$ cat src/rtl/core/cdad_pkg.sv
// ----------------------------------------------------------------------------
// cdad_pkg
// Types, constants and month-length helper for the date adder.
// ----------------------------------------------------------------------------
`default_nettype none

package cdad_pkg;

    localparam int unsigned YEAR_W     = 14;
    localparam int unsigned MONTH_W    = 4;
    localparam int unsigned DAY_W      = 5;
    localparam int unsigned DAYS_FIELD_W = 16;
    localparam int unsigned CENT_W     = 8;

    localparam logic [YEAR_W-1:0]  MAX_YEAR      = 14'd9999;
    localparam logic [YEAR_W-1:0]  CENTURY       = 14'd100;
    localparam logic [YEAR_W-1:0]  LAST_YR_IN_C  = 14'd99;
    localparam logic [MONTH_W-1:0] MONTH_JAN     = 4'd1;
    localparam logic [MONTH_W-1:0] MONTH_FEB     = 4'd2;
    localparam logic [MONTH_W-1:0] MONTH_DEC     = 4'd12;
    localparam logic [DAY_W-1:0]   LEN_31        = 5'd31;
    localparam logic [DAY_W-1:0]   LEN_30        = 5'd30;
    localparam logic [DAY_W-1:0]   LEN_29        = 5'd29;
    localparam logic [DAY_W-1:0]   LEN_28        = 5'd28;

    typedef struct packed {
        logic [YEAR_W-1:0]       start_year;
        logic [MONTH_W-1:0]      start_month;
        logic [DAY_W-1:0]        start_day;
        logic [DAYS_FIELD_W-1:0] days_to_add;
    } req_t;

    typedef struct packed {
        logic [YEAR_W-1:0]  result_year;
        logic [MONTH_W-1:0] result_month;
        logic [DAY_W-1:0]   result_day;
        logic               result_is_leap;
        logic               bad_date;
        logic               year_overflow;
    } rsp_t;

    typedef enum logic [2:0] {
        ST_IDLE,
        ST_SPLIT,
        ST_CHECK,
        ST_STEP,
        ST_DONE
    } state_t;

    // Zero for month codes outside 1..12.
    function automatic logic [DAY_W-1:0] month_len(input logic [MONTH_W-1:0] m,
                                                   input logic leap);
        logic [DAY_W-1:0] len;
        case (m)
            4'd1, 4'd3, 4'd5, 4'd7, 4'd8, 4'd10, 4'd12: len = LEN_31;
            4'd4, 4'd6, 4'd9, 4'd11:                    len = LEN_30;
            MONTH_FEB:                                  len = leap ? LEN_29 : LEN_28;
            default:                                    len = '0;
        endcase
        return len;
    endfunction

endpackage

`default_nettype wire

$ cat src/rtl/core/calendar_date_add_days_top.sv
// ----------------------------------------------------------------------------
// calendar_date_add_days_top
// Gregorian date plus day count, one item at a time, with output register.
// ----------------------------------------------------------------------------
// Adds a non-negative day count to a Gregorian date. Each request item gives
// exactly one response item. Invalid start dates (month not 1..12, day 0 or
// past the month's length, year above 9999) return bad_date with all other
// fields zero. Rolling past December 9999 saturates to 9999-12-31 with
// year_overflow set. Year 0 counts as a leap year. Only the low DAYS_WIDTH
// bits of days_to_add are used (at most the field's 16 bits).
// One shared subtractor does the century split and the month stepping under
// a small sequencer. An item is accepted, its year is split into century and
// year-in-century by repeated subtraction of 100, the date is validated, the
// days are stepped off one month per cycle, and the result is handed off.
// req_stall stays high from acceptance until the result moves into the output
// register, and a new item is taken while a finished result still waits on
// rsp_stall. No reset-time clearing pass.
// ----------------------------------------------------------------------------
`default_nettype none

module calendar_date_add_days_top
    import cdad_pkg::*;
#(
    parameter int unsigned DAYS_WIDTH = 16
) (
    input  wire logic clk,
    input  wire logic rst_n,
    input  wire logic req_valid,
    output logic      req_stall,
    input  wire req_t req,
    output logic      rsp_valid,
    input  wire logic rsp_stall,
    output rsp_t      rsp
);

    logic core_idle;
    logic core_res_valid;
    rsp_t core_res;
    logic start;
    logic load;

    logic rsp_valid_reg, rsp_valid_next;
    rsp_t rsp_reg;

    // take an item only when the sequencer is idle
    assign req_stall = !core_idle;
    assign start     = req_valid && !req_stall;

    // output register frees as soon as its item is taken
    assign load           = core_res_valid && (!rsp_valid_reg || !rsp_stall);
    assign rsp_valid_next = load || (rsp_valid_reg && rsp_stall);

    cdad_core #(
        .DAYS_WIDTH (DAYS_WIDTH)
    ) u_core (
        .clk       (clk),
        .rst_n     (rst_n),
        .start     (start),
        .req       (req),
        .idle      (core_idle),
        .res_valid (core_res_valid),
        .res       (core_res),
        .res_ack   (load)
    );

    always_ff @(posedge clk or negedge rst_n)
    begin
        if (!rst_n)
        begin
            rsp_valid_reg <= 1'b0;
        end
        else
        begin
            rsp_valid_reg <= rsp_valid_next;
        end
    end

    always_ff @(posedge clk)
    begin
        if (load)
        begin
            rsp_reg <= core_res;
        end
    end

    assign rsp_valid = rsp_valid_reg;
    assign rsp       = rsp_reg;

endmodule

`default_nettype wire

$ cat src/rtl/core/cdad_sub_unit.sv
// ----------------------------------------------------------------------------
// cdad_sub_unit
// Shared subtract / compare unit: difference and borrow of two operands.
// ----------------------------------------------------------------------------
`default_nettype none

module cdad_sub_unit #(
    parameter int unsigned W = 17
) (
    input  wire logic [W-1:0] a,
    input  wire logic [W-1:0] b,
    output logic      [W-1:0] diff,
    output logic              borrow
);

    logic [W:0] full;

    assign full   = {1'b0, a} - {1'b0, b};
    assign diff   = full[W-1:0];
    assign borrow = full[W];

endmodule

`default_nettype wire

$ cat src/rtl/core/cdad_core.sv
// ----------------------------------------------------------------------------
// cdad_core
// Sequencer: splits the year into century / year-in-century, validates the
// date, then walks month by month through the shared subtract unit.
// ----------------------------------------------------------------------------
`default_nettype none

module cdad_core
    import cdad_pkg::*;
#(
    parameter int unsigned DAYS_WIDTH = 16
) (
    input  wire logic clk,
    input  wire logic rst_n,
    input  wire logic start,
    input  wire req_t req,
    output logic      idle,
    output logic      res_valid,
    output rsp_t      res,
    input  wire logic res_ack
);

    localparam int unsigned ADD_W = (DAYS_WIDTH < DAYS_FIELD_W) ? DAYS_WIDTH : DAYS_FIELD_W;
    localparam int unsigned ACC_W = ADD_W + 1;
    localparam int unsigned ALU_W = (ACC_W > YEAR_W) ? ACC_W : YEAR_W;

    state_t state_reg, state_next;

    logic [YEAR_W-1:0]  year_reg,  year_next;
    logic [MONTH_W-1:0] month_reg, month_next;
    logic [DAY_W-1:0]   day_reg,   day_next;
    logic [YEAR_W-1:0]  ywork_reg, ywork_next;
    logic [CENT_W-1:0]  cent_reg,  cent_next;
    logic [ACC_W-1:0]   acc_reg,   acc_next;
    logic               bad_reg,   bad_next;
    logic               ovf_reg,   ovf_next;

    logic [ALU_W-1:0]   alu_a, alu_b, alu_diff;
    logic               alu_borrow;
    logic               leap;
    logic [DAY_W-1:0]   mlen;
    logic               split_more;
    logic               step_gt;
    logic               date_bad;

    cdad_sub_unit #(
        .W (ALU_W)
    ) u_sub (
        .a      (alu_a),
        .b      (alu_b),
        .diff   (alu_diff),
        .borrow (alu_borrow)
    );

    // year = 100*cent + ywork once the split is done
    assign leap = (ywork_reg[1:0] == 2'b00) &&
                  ((ywork_reg != '0) || (cent_reg[1:0] == 2'b00));
    assign mlen = month_len(month_reg, leap);

    assign split_more = !alu_borrow;
    assign step_gt    = !alu_borrow && (alu_diff != '0);
    assign date_bad   = (year_reg > MAX_YEAR) || (mlen == '0) ||
                        (day_reg == '0) || (day_reg > mlen);

    // next state
    always_comb
    begin
        state_next = state_reg;
        case (state_reg)
            ST_IDLE:
            begin
                if (start)
                begin
                    state_next = ST_SPLIT;
                end
            end
            ST_SPLIT:
            begin
                if (!split_more)
                begin
                    state_next = ST_CHECK;
                end
            end
            ST_CHECK:
            begin
                state_next = date_bad ? ST_DONE : ST_STEP;
            end
            ST_STEP:
            begin
                if (!step_gt ||
                    ((month_reg == MONTH_DEC) && (year_reg == MAX_YEAR)))
                begin
                    state_next = ST_DONE;
                end
            end
            ST_DONE:
            begin
                if (res_ack)
                begin
                    state_next = ST_IDLE;
                end
            end
            default:
            begin
                state_next = ST_IDLE;
            end
        endcase
    end

    // datapath control and outputs
    always_comb
    begin
        year_next  = year_reg;
        month_next = month_reg;
        day_next   = day_reg;
        ywork_next = ywork_reg;
        cent_next  = cent_reg;
        acc_next   = acc_reg;
        bad_next   = bad_reg;
        ovf_next   = ovf_reg;
        alu_a      = ALU_W'(acc_reg);
        alu_b      = ALU_W'(mlen);
        idle       = 1'b0;
        res_valid  = 1'b0;
        res        = '0;
        case (state_reg)
            ST_IDLE:
            begin
                idle = 1'b1;
                if (start)
                begin
                    year_next  = req.start_year;
                    month_next = req.start_month;
                    day_next   = req.start_day;
                    ywork_next = req.start_year;
                    cent_next  = '0;
                    acc_next   = ACC_W'(req.days_to_add[ADD_W-1:0]) + ACC_W'(req.start_day);
                    bad_next   = 1'b0;
                    ovf_next   = 1'b0;
                end
            end
            ST_SPLIT:
            begin
                alu_a = ALU_W'(ywork_reg);
                alu_b = ALU_W'(CENTURY);
                if (split_more)
                begin
                    ywork_next = alu_diff[YEAR_W-1:0];
                    cent_next  = cent_reg + 1'b1;
                end
            end
            ST_CHECK:
            begin
                bad_next = date_bad;
            end
            ST_STEP:
            begin
                if (step_gt)
                begin
                    acc_next = alu_diff[ACC_W-1:0];
                    if (month_reg == MONTH_DEC)
                    begin
                        if (year_reg == MAX_YEAR)
                        begin
                            ovf_next = 1'b1;
                        end
                        else
                        begin
                            month_next = MONTH_JAN;
                            year_next  = year_reg + 1'b1;
                            if (ywork_reg == LAST_YR_IN_C)
                            begin
                                ywork_next = '0;
                                cent_next  = cent_reg + 1'b1;
                            end
                            else
                            begin
                                ywork_next = ywork_reg + 1'b1;
                            end
                        end
                    end
                    else
                    begin
                        month_next = month_reg + 1'b1;
                    end
                end
            end
            ST_DONE:
            begin
                res_valid = 1'b1;
                if (bad_reg)
                begin
                    res.bad_date = 1'b1;
                end
                else if (ovf_reg)
                begin
                    res.result_year   = MAX_YEAR;
                    res.result_month  = MONTH_DEC;
                    res.result_day    = LEN_31;
                    res.year_overflow = 1'b1;
                end
                else
                begin
                    res.result_year    = year_reg;
                    res.result_month   = month_reg;
                    res.result_day     = acc_reg[DAY_W-1:0];
                    res.result_is_leap = leap;
                end
            end
            default:
            begin
                idle = 1'b0;
            end
        endcase
    end

    always_ff @(posedge clk or negedge rst_n)
    begin
        if (!rst_n)
        begin
            state_reg <= ST_IDLE;
        end
        else
        begin
            state_reg <= state_next;
        end
    end

    always_ff @(posedge clk)
    begin
        year_reg  <= year_next;
        month_reg <= month_next;
        day_reg   <= day_next;
        ywork_reg <= ywork_next;
        cent_reg  <= cent_next;
        acc_reg   <= acc_next;
        bad_reg   <= bad_next;
        ovf_reg   <= ovf_next;
    end

    a_step_month_range: assert property (@(posedge clk) disable iff (!rst_n)
        (state_reg == ST_STEP) |-> (month_reg >= MONTH_JAN) && (month_reg <= MONTH_DEC))
        else $error("month out of range while stepping");

    a_step_split_done: assert property (@(posedge clk) disable iff (!rst_n)
        (state_reg == ST_STEP) |-> (ywork_reg <= LAST_YR_IN_C))
        else $error("year-in-century not reduced before stepping");

    a_step_shrinks: assert property (@(posedge clk) disable iff (!rst_n)
        (state_reg == ST_STEP && step_gt) |=> (acc_reg < $past(acc_reg)))
        else $error("day count did not shrink on a month step");

    a_done_holds: assert property (@(posedge clk) disable iff (!rst_n)
        (state_reg == ST_DONE && !res_ack) |=> (state_reg == ST_DONE) && $stable(res))
        else $error("finished result dropped before hand-off");

    a_idle_only_idle: assert property (@(posedge clk) disable iff (!rst_n)
        idle |-> !res_valid)
        else $error("result shown while idle");

endmodule

`default_nettype wire

$ cat config.mk
export PLATFORM = sky130hd
export DESIGN_NAME = calendar_date_add_days_top
export DESIGN_NICKNAME = d
export VERILOG_FILES = /design/src/rtl/core/cdad_pkg.sv /design/src/rtl/core/calendar_date_add_days_top.sv /design/src/rtl/core/cdad_sub_unit.sv /design/src/rtl/core/cdad_core.sv
export SDC_FILE = /design/constraint.sdc
export NUM_CORES = 1
export LEC_CHECK = 0
export ABC_AREA = 1
export BUFFER_PORTS_ARGS = -buffer_cell sky130_fd_sc_hd__buf_2
export CORE_MARGIN = 4
export CORE_UTILIZATION = 55
export DETAILED_ROUTE_END_ITERATION = 8
export HOLD_SLACK_MARGIN = 0.03
export PLACE_DENSITY = 0.87
export SYNTH_ARGS = -nofsm -noshare
export SYNTH_HDL_FRONTEND = slang
export SYNTH_SLANG_ARGS = --single-unit
$ cat constraint.sdc
create_clock -name clk -period 4.9 [get_ports clk]
set_input_delay 0.49 -clock clk [delete_from_list [all_inputs] [get_ports clk]]
set_output_delay 0.49 -clock clk [all_outputs]
set_load 0.05 [all_outputs]
==> impl_metrics.csv, run 1 <==
group,metric,value,unit
power,p_int,2.312,mW
power,leakage,3.070,nW
setup_path,cpPeakStageDelay,0.46,ns
sta,worst_slew_pin_slew,1.207,ns
layout,layout-drive-gt1-share,15.25,%
die,die_height,111.4,microns
power,swShare,50.87,%
grt,grt_max_degree,44,
layout,nNetsFinal,890,
sta,fin_hold_ws,0.3323,ns
placement,place_inst,945,
setup_path,crit_arrival,4.33,ns
setup_path,crit_required,4.94,ns
grt,grt_usage,21.73,%
sta,fin_tns_setup,0,ns
setup_path,startpoint_type,"flip-flop",
outcome,status,"completed",
die,die_w,111.4,microns
die,io_pins,71,
power,seq_power_share,31.0,%
die,die_area,0.01242,sq mm
power,p_total,4.706,mW
grt,antenna_found_initial,0,
synth,ys_async_sr_fraction,4.545,%
power,powerDensity,717.8,mW/mm^2
die,start_util,56.74,%
synth,synth_nets,818,
clock_tree,cts.sinks,88,
die,placementRows,37,
clock_tree,root_buffer,"clkbuf_8",
placement,hpwl,10.50,mm
routing,vias_per_cell,5.453,
placement,gp_congestion,0.9627,
hold_path,hp-class,"primary input to flip-flop",
layout,syn2layout_area_growth,11.42,%
sta,post-route-period-util,87.47,%
grt,grt_pass1_wl,22.29,mm
layout,antenna_cells,0,
sta,fmax,233.3,MHz
synth,ys_warn_count,0,
die,coreArea,0.01037,sq mm
sta,relSlewSlack,19.46,%
synth,synth-edff-count,84,
synth,syn_inst,749,
setup_path,crit_buf_inv,7,
setup_path,critical-path-top-delay-family,"simple AND/OR/NAND/NOR gates",
grt,grt_overflow,0,
routing,dr.pass1.iters,5,
sta,slew_viol_final,0,
power,comb_power_share,59.3,%
layout,n_fill_cell,883,
clock_tree,numCtsBuffers,9,
power,ir_worst_vdd,323.1,uV
layout,layout.cells.non_filler,962,
job,drv_cap,0,
sta,layout_setup_ws,0.6141,ns
clock_tree,path_clk_slew,0.09,ns
setup_path,end_kind,"flip-flop",
synth,ys.flop_type,"edfxtp_1",
synth,syn-cell-area,0.005884,sq mm
setup_path,worst-setup-path-type,"flip-flop to flip-flop",
sta,grt_setup_unrepaired,"no",
sta,setup_viol,0,
clock_tree,h-tree-depth,3,
power,clock_power_share,9.7,%
routing,drtAntennaViolNets,0,
clock_tree,cts_tree,"built",
synth,avgSynthCellArea,7.856,sq um
layout,largest_reg_flops,26,
clock_tree,clockBufferDepth,2,
setup_path,worstPathMaxFanout,17,
routing,drc,0,
sta,min_period,4.286,ns
synth,ys_seq_area_share,44.57,%
routing,vias,5246,
clock_tree,clkLatencyLatePin,0.36,ns
clock_tree,post_cts.repair.setup_buffers,0,
placement,place_ws,0.6208,ns
sta,skew,0.01545,ns
synth,synth_seq_cells,88,
power,power.switching,2.394,mW
routing,wl_per_cell,14.11,microns
grt,grt_pass1_vias,4750,
routing,dr.first_iter.drc_count,596,
placement,port_buffers,70,
setup_path,worst_path_max_delay_cell,"edfxtp_1",
routing,routed_wl,13.57,mm
sta,finalHoldViolCount,0,
synth,synth.distinct_cells,39,
## placed cells by master (no fill, tap or decap), types with 7 or more instances in the layout
| cell type | n |
|---|---|
| nand2_1 | 186 |
| inv_1 | 106 |
| nor2_1 | 88 |
| edfxtp_1 | 84 |
| buf_2 | 70 |
| o21ai_0 | 51 |
| nand3_1 | 45 |
| a21oi_1 | 24 |
| ha_1 | 24 |
| nor3_1 | 14 |
| xor2_1 | 11 |
| inv_2 | 10 |
| clkbuf_8 | 9 |
| o21ai_1 | 8 |
| nand4_1 | 7 |
| o221ai_1 | 7 |
| buf_4 | 7 |
## cell families after synthesis
logic type / share of synthesized area, %
buffers and inverters: 8.909
adders and majority gates: 5.784
and+or+nand+nor: 26.79
xor gates and xnor gates: 2.530
DFF: 44.57
AOI/OAI and AO/OA: 11.42
## routing by layer
| layer | wire length (microns) | track usage, % |
|---|---|---|
| met3 | 1332 | 3.207 |
| met4 | 269 | 7.299 |
| met5 | 0 | 0 |
| met2 | 6375 | 36.15 |
| met1 | 5592 | 29.31 |
## layout make-up
cell class              instances  area, sq um  area share, %
flip-flops and latches         88         2623          40.00
clock buffers                  10        127.6          1.947
repair buffers                 78        412.9          6.298
inverters                     116        435.4          6.641
clock inverters                 6        45.04         0.6870
well taps                     136        170.2          2.595
multi-input cells             528         2743          41.83
## metrics by stage
step | utilization [%] | area, sq um
2_1_floorplan | - | 5884
3_3_place_gp | 61.46 | 6374
3_5_place_dp | 61.46 | 6374
4_1_cts | 63.22 | 6556
5_1_grt | 63.22 | 6556
6_report | 63.22 | 6556
## synthesized netlist by cell type, types with 7 or more instances
| cell | n | area share (%) |
|---|---|---|
| a21oi_1 | 24 | 2.0 |
| ha_1 | 24 | 5.1 |
| o21ai_1 | 8 | 0.68 |
| nand4_1 | 7 | 0.74 |
| inv_1 | 106 | 6.8 |
| xor2_1 | 11 | 1.6 |
| nand3_1 | 45 | 3.8 |
| nand2_1 | 186 | 12 |
| o221ai_1 | 7 | 1.0 |
| o21ai_0 | 51 | 4.3 |
| nor3_1 | 14 | 1.2 |
| clkbuf_1 | 10 | 0.64 |
| inv_2 | 10 | 0.64 |
| nor2_1 | 90 | 5.7 |
| edfxtp_1 | 84 | 43 |
## power by group through the flow
stage / Clock [mW] / Sequential, mW / Combinational (mW)
after floorplan: 0 / 1.45 / 2.09
after global placement: 0 / 1.46 / 2.65
after detailed placement: 0 / 1.47 / 2.73
after CTS: 0.459 / 1.45 / 2.75
after global routing: 0.492 / 1.49 / 3.13
final: 0.456 / 1.46 / 2.79
## path summary, 6_finish.rpt
check	from	to	slack, ns	cells after the start
setup / recovery	u_core.month_reg[0]	u_core.acc_reg[2]	0.61	26
hold / removal	req[18]	u_core.day_reg[2]	0.33	1
setup reg to reg	u_core.month_reg[0]	u_core.acc_reg[2]	0.61	26
hold reg to reg	rsp_valid	rsp_valid	0.52	2
max in group asynchronous	rst_n	u_core.state_reg[0]	4.32	2
min in group asynchronous	rst_n	rsp_valid	0.46	2
## what timing repair did
action,CTS,global route
hold endpoints to repair,4,0
resized for setup,0,0
hold buffers,1,0
No activity file was read; power rests on OpenSTA's default activity.
==> run 2, diff against run 1 <==
==> constraint.sdc (replaced) <==
create_clock -name clk -period 5.1 [get_ports clk]
set_input_delay 0.51 -clock clk [delete_from_list [all_inputs] [get_ports clk]]
set_output_delay 0.51 -clock clk [all_outputs]
set_load 0.05 [all_outputs]
==> impl_metrics.csv, run 2 (synthesis gave the netlist of run 1 again) <==
group,metric,value,unit
setup_path,worstPathMaxFanout,9,
die,coreArea,0.01037,sq mm
routing,wl_per_cell,14.29,microns
setup_path,reg2reg_depth,26,
sta,grt_setup_unrepaired,"no",
die,start_util,56.74,%
routing,vias_per_cell,5.519,
layout,largest_reg_flops,26,
clock_tree,cts-resized-gates,0,
grt,grt_pass1_wl,23.01,mm
power,leakage,3.083,nW
sta,post-route-period-util,91.10,%
clock_tree,numCtsBuffers,9,
layout,final_common_cell,"nand2_1",
routing,drc,0,
layout,multi_input_area,0.002743,sq mm
grt,grt_pass1_vias,4979,
grt,grt_max_degree,44,
clock_tree,path_clk_slew,0.10,ns
routing,routed_wl,13.73,mm
setup_path,startpoint_type,"flip-flop",
layout,stdcell_area,0.006576,sq mm
die,die_area,0.01242,sq mm
sta,setup_viol,0,
clock_tree,cts_tree,"built",
power,ir_worst_vdd,273.0,uV
layout,syn2layout_area_growth,11.76,%
die,placementRows,37,
placement,port_buffers,70,
setup_path,end_kind,"flip-flop",
die,die_height,111.4,microns
clock_tree,root_buffer,"clkbuf_8",
placement,placed_cell_area,0.006366,sq mm
routing,dr.first_iter.drc_count,476,
setup_path,crit_required,5.18,ns
sta,fmax,215.2,MHz
power,powerDensity,697.8,mW/mm^2
layout,antenna_cells,0,
clock_tree,h-tree-depth,3,
layout,layout_common_cells,"186 x nand2_1, 106 x inv_1, 88 x nor2_1, 84 x edfxtp_1, 70 x buf_2",
routing,drtAntennaViolNets,0,
grt,antenna_found_initial,0,
clock_tree,cts.sinks,88,
clock_tree,clkLatencyLatePin,0.37,ns
clock_tree,clockBufferDepth,2,
die,die_w,111.4,microns
grt,grt_usage,22.51,%
setup_path,worst-setup-path-type,"flip-flop to flip-flop",
sta,skew,0.01310,ns
layout,n_fill_cell,905,
die,io_pins,71,
routing,vias,5304,
sta,fin_tns_setup,0,ns
placement,hpwl,10.58,mm
sta,worst_slew_pin_slew,1.180,ns
layout,nNetsFinal,889,
sta,min_period,4.646,ns
sta,finalHoldViolCount,0,
sta,relSlewSlack,21.25,%
layout,seqCellArea,0.002623,sq mm
hold_path,hp-class,"primary input to flip-flop",
routing,dr.pass1.iters,6,
placement,gp_congestion,0.9861,
layout,layout-drive-gt1-share,15.27,%
sta,slew_viol_final,0,
job,drv_cap,0,
setup_path,crit_arrival,4.73,ns
hold_path,holdPathStages,1,
clock_tree,post_cts.repair.setup_buffers,0,
outcome,status,"completed",
grt,grt_overflow,0,
## run 2: changes by cell type in the layout (fill, tap and decap cells not counted), sizes merged
| cell | previous run | this run |
|---|---|---|
| buf | 77 | 76 |
| bufinv | 0 | 1 |
| clkbuf | 10 | 9 |
| clkinv | 2 | 1 |
| clkinvlp | 3 | 2 |
| inv | 117 | 119 |
## run 2: what timing repair did
| action | CTS | global route |
|---|---|---|
| endpoints found under the setup margin | 0 | 0 |
| hold buffers | 1 | 0 |
| endpoints found under the hold margin | 4 | 0 |
## run 2: area by class of cell
type	instances	area share, %
Clock inverter	7	1.161
Timing Repair Buffer	77	6.164
Tap cell	136	2.588
Clock buffer	9	1.884
Sequential cell	88	39.88
Inverter	116	6.621
Multi-Input combinational cell	528	41.70
## run 2: critical path, stage by stage (launching register included)
cell and delay (ns):
edfxtp_1 0.47, inv_1 0.15, ha_1 0.20, inv_1 0.07, nor3_1 0.23, inv_1 0.09, or2_2 0.31, a21oi_1 0.19
ha_1 0.18, inv_1 0.05, fa_1 0.42, inv_1 0.08, nor2_1 0.04, nor2_1 0.12, nor2_1 0.07, nand2_1 0.08
nand2_1 0.11, nand2_1 0.12, nand3_1 0.11, o21ai_1 0.24, nor2_1 0.09, nand3_2 0.09, nand2_1 0.05, nand2_1 0.07
inv_2 0.07, nor2_1 0.37, buf_4 0.28
## run 2: stage by stage
step	util [%]	hold WS [ns]	worst slack, ns	total power [mW]	cells
2_1_floorplan	-	0.2144	0.8581	3.402	749
3_3_place_gp	61.39	0.3192	0.7235	3.955	944
3_5_place_dp	61.39	0.3185	0.5430	4.034	944
4_1_cts	63.42	0.3377	0.4665	4.548	961
5_1_grt	63.42	0.3334	0.06773	5.015	961
6_report	63.42	0.3401	0.4541	4.589	961
## run 2: report_power, final
group	total (mW)	internal, mW	switching [mW]
registers	1.41	1.21	0.199
logic	2.67	0.824	1.85
clock network	0.505	0.231	0.275
## run 2: path summary, 6_finish.rpt
kind	slack [ns]	endpoint	from
min reg2reg	0.53	rsp_valid	rsp_valid
max	0.45	u_core.ywork_reg[13]	u_core.month_reg[0]
max reg2reg	0.45	u_core.ywork_reg[13]	u_core.month_reg[0]
min in group asynchronous	0.46	rsp_valid	rst_n
max in group asynchronous	4.52	u_core.state_reg[1]	rst_n
min	0.34	u_core.day_reg[2]	req[18]
## run 2: routing by layer
layer  vias up  global-route usage, %  routed length [microns]
met5         -                      0                        0
met4         0                  6.407                      289
met3        30                  3.641                     1255
met2       258                  38.96                     6623
met1      2386                  29.32                     5565
li1       2630                      -                        -
